### config.mk
export PLATFORM = sky130hd
export DESIGN_NAME = periodic_event_scheduler_unit_flat
export DESIGN_NICKNAME = d
export VERILOG_FILES = /design/src/sv/pes_pkg.sv /design/src/sv/pes_if.sv /design/src/sv/periodic_event_scheduler_unit.sv /design/src/sv/pes_front.sv /design/src/sv/pes_back.sv /design/src/flat_wrapper.sv
export SDC_FILE = /design/constraint.sdc
export NUM_CORES = 2
export LEC_CHECK = 0
export BUFFER_PORTS_ARGS = -buffer_cell sky130_fd_sc_hd__buf_4
export CAP_MARGIN = 10
export CORE_UTILIZATION = 26
export CTS_BUF_LIST = sky130_fd_sc_hd__clkbuf_2 sky130_fd_sc_hd__clkbuf_4 sky130_fd_sc_hd__clkbuf_8
export CTS_CLUSTER_DIAMETER = 200
export CTS_CLUSTER_SIZE = 14
export DETAILED_ROUTE_END_ITERATION = 8
export PLACE_DENSITY = 0.4
export SLEW_MARGIN = 0
export SYNTH_ARGS = -nofsm -noshare
export SYNTH_HDL_FRONTEND = slang
export SYNTH_MEMORY_MAX_BITS = 65536
export SYNTH_SLANG_ARGS = --single-unit
### constraint.sdc
create_clock -name clk -period 13.1 [get_ports clk]
set_input_delay 0.655 -clock clk [delete_from_list [all_inputs] [get_ports clk]]
set_output_delay 0.655 -clock clk [all_outputs]
set_load 0.02 [all_outputs]
### src/sv/pes_pkg.sv
// Shared types and constants for the periodic event scheduler.
package pes_pkg;
	localparam int MaxTasksDefault = 64;

	typedef enum logic [1:0] {
		MODE_REG   = 2'd0,
		MODE_NEXT  = 2'd1,
		MODE_CLEAR = 2'd2,
		MODE_NONE  = 2'd3
	} mode_t;

	typedef enum logic [1:0] {
		ST_EMIT  = 2'd0,
		ST_OK    = 2'd1,
		ST_FULL  = 2'd2,
		ST_EMPTY = 2'd3
	} status_t;

	typedef struct packed {
		logic [1:0]  mode;
		logic [15:0] task_id;
		logic [15:0] task_period;
	} req_t;

	typedef struct packed {
		logic [1:0]  status;
		logic [15:0] due_id;
		logic [31:0] due_time;
	} rsp_t;
endpackage

### src/sv/pes_if.sv
// Valid/ready channel interfaces for requests and results.
interface pes_req_if;
	logic        valid;
	logic        ready;
	logic [1:0]  mode;
	logic [15:0] task_id;
	logic [15:0] task_period;
	modport source (output valid, mode, task_id, task_period, input ready);
	modport sink (input valid, mode, task_id, task_period, output ready);
endinterface

interface pes_rsp_if;
	logic        valid;
	logic        ready;
	logic [1:0]  status;
	logic [15:0] due_id;
	logic [31:0] due_time;
	modport source (output valid, status, due_id, due_time, input ready);
	modport sink (input valid, status, due_id, due_time, output ready);
endinterface

### src/sv/periodic_event_scheduler_unit.sv
// Periodic event scheduler: request queue front end and task table back end.
// Usage:
//  - req channel carries mode, task_id and task_period; rsp channel returns
//    status, due_id and due_time, exactly one result per request.
//  - mode 0 registers a task (first due time = period), mode 1 takes the
//    task with smallest due time (lower id on a tie) and advances it by its
//    period with saturation, mode 2 empties the table.
//  - Register, clear and status-only requests are answered from the result register without a table scan.
//  - A take request scans the table one entry a cycle through the single
//    memory read port.
//  - A two-entry queue keeps accepting requests while a result waits.
//  - Reset empties the table and the queue; table contents need no clearing.
//  - When the receiver stalls, the result holds and the back end waits.
module periodic_event_scheduler_unit #(
	parameter int MAX_TASKS = pes_pkg::MaxTasksDefault
) (
	input logic       clk,
	input logic       arst_n,
	pes_req_if.sink   req,
	pes_rsp_if.source rsp
);
	import pes_pkg::*;

	req_t q_data;
	logic q_valid, q_pop;

	pes_front u_front (
		.clk(clk), .arst_n(arst_n), .req(req),
		.q_data(q_data), .q_valid(q_valid), .q_pop(q_pop)
	);

	pes_back #(.MAX_TASKS(MAX_TASKS)) u_back (
		.clk(clk), .arst_n(arst_n),
		.q_data(q_data), .q_valid(q_valid), .q_pop(q_pop), .rsp(rsp)
	);
endmodule

### src/sv/pes_front.sv
// Request intake and two-entry request queue.
module pes_front (
	input  logic          clk,
	input  logic          arst_n,
	pes_req_if.sink       req,
	output pes_pkg::req_t q_data,
	output logic          q_valid,
	input  logic          q_pop
);
	import pes_pkg::*;

	req_t       mem_q [2];
	logic       wp_q, rp_q;
	logic [1:0] cnt_q;
	logic       push;

	assign req.ready = (cnt_q != 2'd2);
	assign push      = req.valid && req.ready;
	assign q_valid   = (cnt_q != 2'd0);
	assign q_data    = mem_q[rp_q];

	always_ff @(posedge clk) begin
		if (push) begin
			mem_q[wp_q] <= '{mode: req.mode, task_id: req.task_id,
				task_period: req.task_period};
		end
	end

	always_ff @(posedge clk or negedge arst_n) begin
		if (!arst_n) begin
			wp_q  <= 1'b0;
			rp_q  <= 1'b0;
			cnt_q <= 2'd0;
		end else begin
			if (push) wp_q <= ~wp_q;
			if (q_pop && q_valid) rp_q <= ~rp_q;
			cnt_q <= cnt_q + 2'(push) - 2'(q_pop && q_valid);
		end
	end
endmodule

### src/sv/pes_back.sv
// Task table with a sequential minimum scan and result register.
module pes_back #(
	parameter int MAX_TASKS = pes_pkg::MaxTasksDefault
) (
	input  logic          clk,
	input  logic          arst_n,
	input  pes_pkg::req_t q_data,
	input  logic          q_valid,
	output logic          q_pop,
	pes_rsp_if.source     rsp
);
	import pes_pkg::*;

	localparam int AW = $clog2(MAX_TASKS);
	localparam int CW = $clog2(MAX_TASKS + 1);

	typedef enum logic [2:0] {S_IDLE, S_SCAN, S_LAST, S_UPD, S_OUT} state_t;

	logic [15:0] id_mem [MAX_TASKS];
	logic [15:0] per_mem [MAX_TASKS];
	logic [31:0] due_mem [MAX_TASKS];

	state_t      state_q;
	logic [CW-1:0] count_q;
	logic [CW-1:0] idx_q;
	logic [AW-1:0] best_q;
	logic [15:0] best_id_q, best_per_q, rd_id_q, rd_per_q;
	logic [31:0] best_due_q, rd_due_q;
	logic        first_q;
	rsp_t        out_q;
	logic        wr_en;
	logic [AW-1:0] wr_addr, rd_addr;
	logic [15:0] wr_id, wr_per;
	logic [31:0] wr_due;
	logic        better;
	logic [32:0] sum;

	assign rsp.valid    = (state_q == S_OUT);
	assign rsp.status   = out_q.status;
	assign rsp.due_id   = out_q.due_id;
	assign rsp.due_time = out_q.due_time;
	assign q_pop        = (state_q == S_IDLE) && q_valid;

	assign rd_addr = idx_q[AW-1:0];
	assign better  = first_q || (rd_due_q < best_due_q) ||
		(rd_due_q == best_due_q && rd_id_q < best_id_q);
	assign sum     = {1'b0, best_due_q} + {17'd0, best_per_q};

	always_comb begin
		wr_en   = 1'b0;
		wr_addr = best_q;
		wr_id   = best_id_q;
		wr_per  = best_per_q;
		wr_due  = sum[32] ? 32'hFFFF_FFFF : sum[31:0];
		if (state_q == S_IDLE && q_valid && mode_t'(q_data.mode) == MODE_REG
			&& count_q < CW'(MAX_TASKS)) begin
			wr_en   = 1'b1;
			wr_addr = count_q[AW-1:0];
			wr_id   = q_data.task_id;
			wr_per  = q_data.task_period;
			wr_due  = {16'd0, q_data.task_period};
		end else if (state_q == S_UPD) begin
			wr_en = 1'b1;
		end
	end

	always_ff @(posedge clk) begin
		if (wr_en) begin
			id_mem[wr_addr]  <= wr_id;
			per_mem[wr_addr] <= wr_per;
			due_mem[wr_addr] <= wr_due;
		end
		rd_id_q  <= id_mem[rd_addr];
		rd_per_q <= per_mem[rd_addr];
		rd_due_q <= due_mem[rd_addr];
	end

	always_ff @(posedge clk or negedge arst_n) begin
		if (!arst_n) begin
			state_q <= S_IDLE;
			count_q <= '0;
			idx_q   <= '0;
			best_q  <= '0;
			first_q <= 1'b0;
			out_q   <= '0;
		end else begin
			unique case (state_q)
				S_IDLE: begin
					if (q_valid) begin
						unique case (mode_t'(q_data.mode))
							MODE_REG: begin
								state_q <= S_OUT;
								if (count_q < CW'(MAX_TASKS)) begin
									count_q <= count_q + 1'b1;
									out_q   <= '{status: ST_OK, due_id: 16'd0,
										due_time: 32'd0};
								end else begin
									out_q <= '{status: ST_FULL, due_id: 16'd0,
										due_time: 32'd0};
								end
							end
							MODE_NEXT: begin
								if (count_q == '0) begin
									out_q   <= '{status: ST_EMPTY, due_id: 16'd0,
										due_time: 32'd0};
									state_q <= S_OUT;
								end else begin
									idx_q   <= '0;
									first_q <= 1'b1;
									state_q <= S_SCAN;
								end
							end
							MODE_CLEAR: begin
								count_q <= '0;
								out_q   <= '{status: ST_OK, due_id: 16'd0, due_time: 32'd0};
								state_q <= S_OUT;
							end
							default: begin
								out_q   <= '{status: ST_OK, due_id: 16'd0, due_time: 32'd0};
								state_q <= S_OUT;
							end
						endcase
					end
				end
				S_SCAN: begin
					// Read of idx_q issued; advance address.
					idx_q   <= idx_q + 1'b1;
					state_q <= S_LAST;
				end
				S_LAST: begin
					if (better) begin
						best_q     <= AW'(idx_q - 1'b1);
						best_id_q  <= rd_id_q;
						best_per_q <= rd_per_q;
						best_due_q <= rd_due_q;
					end
					first_q <= 1'b0;
					if (idx_q == count_q) state_q <= S_UPD;
					else idx_q <= idx_q + 1'b1;
				end
				S_UPD: begin
					out_q   <= '{status: ST_EMIT, due_id: best_id_q, due_time: best_due_q};
					state_q <= S_OUT;
				end
				S_OUT: begin
					if (rsp.ready) state_q <= S_IDLE;
				end
				default: state_q <= S_IDLE;
			endcase
		end
	end
endmodule
### src/flat_wrapper.sv
// flat-port wrapper written by rule: the top's interface ports become plain ports
module periodic_event_scheduler_unit_flat import pes_pkg::*;
#(
	parameter int MAX_TASKS = pes_pkg::MaxTasksDefault
)
  (clk, arst_n, req_valid, req_mode, req_task_id, req_task_period, req_ready, rsp_valid, rsp_status, rsp_due_id, rsp_due_time, rsp_ready);
  pes_req_if req_i ();
  pes_rsp_if rsp_i ();
  input logic clk;
  input logic arst_n;
  input wire logic [$bits(req_i.valid)-1:0] req_valid;
  input wire logic [$bits(req_i.mode)-1:0] req_mode;
  input wire logic [$bits(req_i.task_id)-1:0] req_task_id;
  input wire logic [$bits(req_i.task_period)-1:0] req_task_period;
  output wire logic [$bits(req_i.ready)-1:0] req_ready;
  output wire logic [$bits(rsp_i.valid)-1:0] rsp_valid;
  output wire logic [$bits(rsp_i.status)-1:0] rsp_status;
  output wire logic [$bits(rsp_i.due_id)-1:0] rsp_due_id;
  output wire logic [$bits(rsp_i.due_time)-1:0] rsp_due_time;
  input wire logic [$bits(rsp_i.ready)-1:0] rsp_ready;
  assign req_i.valid = req_valid;
  assign req_i.mode = req_mode;
  assign req_i.task_id = req_task_id;
  assign req_i.task_period = req_task_period;
  assign req_ready = req_i.ready;
  assign rsp_valid = rsp_i.valid;
  assign rsp_status = rsp_i.status;
  assign rsp_due_id = rsp_i.due_id;
  assign rsp_due_time = rsp_i.due_time;
  assign rsp_i.ready = rsp_ready;
  periodic_event_scheduler_unit #(.MAX_TASKS(MAX_TASKS)) u_core (.clk(clk), .arst_n(arst_n), .req(req_i), .rsp(rsp_i));
endmodule
==> summary.md <==
Root buffer cell: clkbuf_8. The worst hold path class was input port to register. The tools report the number of hold violations in the final report as 0. The worst setup path is captured at a register.

For the number of global-route vias before repair, the log shows 79.51k. The H-tree was split into 5 levels. The congestion estimate from routability-driven global placement came to 0.8057.

Core region area: 0.6379 mm^2. Yosys mapped the design onto 64 distinct sky130hd cell types. The achievable frequency is 156.4 MHz. The share of flip-flops with an asynchronous set or reset after synthesis works out to 1.785%. The area growth from synthesis to layout is 12.24%. STA puts the critical path data required time at 13900 ps. In the post-synthesis netlist, the biggest area contributors are edfxtp_1 76%, mux4_2 18%, dfrtp_1 1.2%. met2 is the most crowded layer.

For the worst flop-to-flop path, the logic depth is 11. The via count was 76.29k. The wire length of the first global-routing pass came out at 708700 um. STA classifies the critical path startpoint as a register. The shortest period the worst path allows works out to 6396 ps. For this configuration, the core starts out at a cell density of 26.14%. For this run, design rule violations remaining after detail routing come to 0.

The worst register-to-register path begins at u_core.u_front.rp_q$_DFFE_PN0P_. Number of buffers inserted by port buffering: 89. In the routed layout, each cell is associated on average with a via count of 4.799.

The layout has 61.59k filler cells. Setup violations remaining at the end of the flow were counted as 0. In this run the static leakage power is 54.64 nW. The detail route stage leaves a number of antenna-violating nets equal to 0. The clock buffer count from CTS is 350, and the number of synthesized flops with an enable pin is 4228.

The violation count after the first detailed-routing iteration was 7925; the post-route fraction of the period consumed by the critical path was 48.82%. The total of flip-flops plus latches after synthesis is 4370. The floorplan step set the die height to 802.8 um. The number of warnings printed during yosys synthesis was 0. For the pin with the worst max-slew slack, the measured transition is 1290 ps. The aggregate routed wire length is 523900 um, and the die span in x is 802.8 um. Most frequently used flop master after synthesis: edfxtp_1. Type of the worst setup path: register to register. Global routing consumed, on the met3 layer, 1.970% of the routing resources. The tools report the netlist area before placement as 0.1667 mm^2. The total power per unit cell area is 181.1 mW/mm^2. The tools report the detailed placement HPWL as 299600 um.

Entering global routing, the biggest net connects 125 pins. Synthesized area divided by synthesized cell count: 24.46 um^2. For this run the aggregate overflow at the end of global routing stands at 0. The die covers 0.6445 mm^2.

The number of setup buffers added after CTS is 0. Cells with a size suffix above 1 make up 32.94% of the layout. The average detailed-routed wire length per instance works out to 32.95 um.

Synthesis produced 6816 cells. The terminus of the critical flop-to-flop path is u_core.u_back.due_mem[25][29]$_DFFE_PP_. After clock tree synthesis, the clock-pin slew on the worst setup and hold paths is 100 ps. Cell accounting for the most synthesized area: edfxtp_1. The run finished with clean final reports. TritonCTS built the clock tree.

The total I/O pin count is 90. VDD sags by at most 155.2 uV. The tightest hold path in the finished design has a slack of 196.4 ps. Leading cell type in the layout, fill and taps excluded: edfxtp_1. The tools report the post-synth net total as 6924. For flop-to-flop paths, the worst setup slack is 6700 ps. Setup repair after global routing left no endpoint under its margin. The synthesized design devotes to its leading area cell type 76.14% of total area.

Global routing consumed, on the met2 layer, 26.77% of the routing resources. The area occupied by multi-input gates was 0.03599 mm^2. Critical path endpoint: u_core.u_back.due_mem[25][29]$_DFFE_PP_. For this run, the detailed router's first-pass iteration total came to 5.

The tools report the worst clock skew as 85.78 ps. The met1 routing resource usage after global routing came out at 21.88%. After floorplanning, the core was divided into 293 placement rows. Of all nets on the critical path, the largest fanout is 44. At the later pin of the worst-skew pair, clock insertion delay measures 1210 ps. Headroom to the max-slew limit came out at 13.11%. The max-slew violation count is 0, and the aggregate negative setup slack is 0 ps. The footprint of the flip-flops and latches is 0.1302 mm^2, and the number of clock sinks seen by CTS is 4370.

For this run, the total global-route usage over all layers was measured as 15.90%. The tools report the initial antenna violation count as 40. The start point of the critical path is u_core.u_front.rp_q$_DFFE_PN0P_. Across the run, the number of max-cap violations was 0.

In the layout the commonest cells are 4228 x edfxtp_1, 1335 x mux4_2, 371 x buf_4, 355 x clkbuf_8, 211 x clkbuf_4. The share of synthesized area occupied by flip-flops and latches is 78.08%. The clock passes through at most 4 buffers. Data on the critical path arrives at its endpoint at 7200 ps.

At the end of the flow, the number of nets in the layout was 7353.
## through the flow
stage | setup WS [ps] | total power, mW | std cells | util, % | cell area [um^2]
after global routing | 6421 | 35.32 | 15900 | 29.34 | 187100
final | 6704 | 33.89 | 15900 | 29.34 | 187100
after detailed placement | 6661 | 26.74 | 15260 | 28.22 | 180000
after floorplan | 7238 | 23.17 | 6816 | - | 166700
after global placement | 6604 | 26.60 | 15260 | 28.21 | 180000
after CTS | 6600 | 34.57 | 15890 | 29.33 | 187100
## cell usage after synthesis, drive strengths merged, types with 2 or more instances
library cell,count
a21o,12
o21a,7
nor2b,6
nand2b,7
nor3b,4
a22oi,12
o31ai,4
nand4b,3
o21ai,56
nor4,7
a21oi,60
dfrtp,78
a2111oi,3
inv,58
a31oi,9
nand3b,5
nand4,12
nor3,11
a22o,48
mux2,6
and3,8
or3,5
xnor2,18
buf,170
nand3,17
and2,13
mux2i,45
dfxtp,64
clkbuf,177
a211oi,14
xor2,20
nand4bb,2
edfxtp,4228
ha,69
a41oi,3
mux4,1335
a21boi,3
or2,3
nand2,74
nor2,119
a311oi,4
## registers in the layout (all words and copies together), names as in the netlist, 6 cells and up
signal / flops
u_core.u_back.due_mem: 2048
u_core.u_back.id_mem: 1024
u_core.u_back.per_mem: 1024
u_core.u_front.mem_q: 68
u_core.u_back.best_due_q: 32
u_core.u_back.rd_due_q: 32
u_core.u_back.rsp.due_time: 32
u_core.u_back.best_id_q: 16
u_core.u_back.best_per_q: 16
u_core.u_back.rd_id_q: 16
u_core.u_back.rd_per_q: 16
u_core.u_back.rsp.due_id: 16
u_core.u_back.count_q: 7
u_core.u_back.idx_q: 7
u_core.u_back.best_q: 6
## worst min-delay path by stage
stage                                                  start  cells after the start                                endpoint
final                                         req_task_id[2]                      2   u_core.u_front.mem_q[1][18]$_DFFE_PP_
after detailed placement  u_core.u_back.rd_per_q[15]$_DFF_P_                      0  u_core.u_back.best_per_q[15]$_DFFE_PP_
after floorplan                                       arst_n                      0     u_core.u_back.best_q[0]$_DFFE_PN0P_
after CTS                                     req_task_id[2]                      2   u_core.u_front.mem_q[0][18]$_DFFE_PP_
after global routing                          req_task_id[2]                      2   u_core.u_front.mem_q[0][18]$_DFFE_PP_
after global placement    u_core.u_back.rd_per_q[14]$_DFF_P_                      0  u_core.u_back.best_per_q[14]$_DFFE_PP_
## cell families after synthesis
family	count (synthesis)	share of synthesized area, %
AO/OA/AOI/OAI	248	0.9973
AND/OR/NAND/NOR	299	0.8359
XOR/XNOR	38	0.1996
adder cells (fa/ha/maj)	70	0.5298
flip-flops	4370	78.08
buffers and inverters	405	1.014
multiplexers	1386	18.34
## final cells by class
class,instances,share of cell area [%]
Timing Repair Buffer,424,1.851
Multi-Input combinational cell,2041,19.23
Clock buffer,566,3.457
Sequential cell,4370,69.58
Clock inverter,25,0.1357
Inverter,58,0.1163
Antenna cell,7,0.009360
Tap cell,8407,5.621
## layer usage
layer,share of wire (%),up-vias
li1,-,30090
met2,49,2228
met3,4.8,552
met4,2.7,16
met5,0.021,-
met1,43,43410
## timing repair
| action | in CTS | in global routing |
|---|---|---|
| resized for setup | 0 | 0 |
| hold buffers | 38 | 0 |
| hold endpoints to repair | 109 | 0 |
## worst max-delay path, stage by stage (launching register included)
cell and delay (ps):
dfrtp_4 780, mux2i_1 390, nand4bb_1 300, nor3_4 240, buf_4 340, buf_4 720
nand2_1 250, nand2_1 230, nand2_1 540, nor2_4 780, buf_4 550, buf_4 670
## report_power, final
| group | internal, mW | switching (mW) |
|---|---|---|
| logic | 3.28 | 5.27 |
| clock network | 3.14 | 4.66 |
| registers | 17.2 | 0.332 |
| total | 23.6 | 10.3 |
Power figures use the tool's default switching activity.
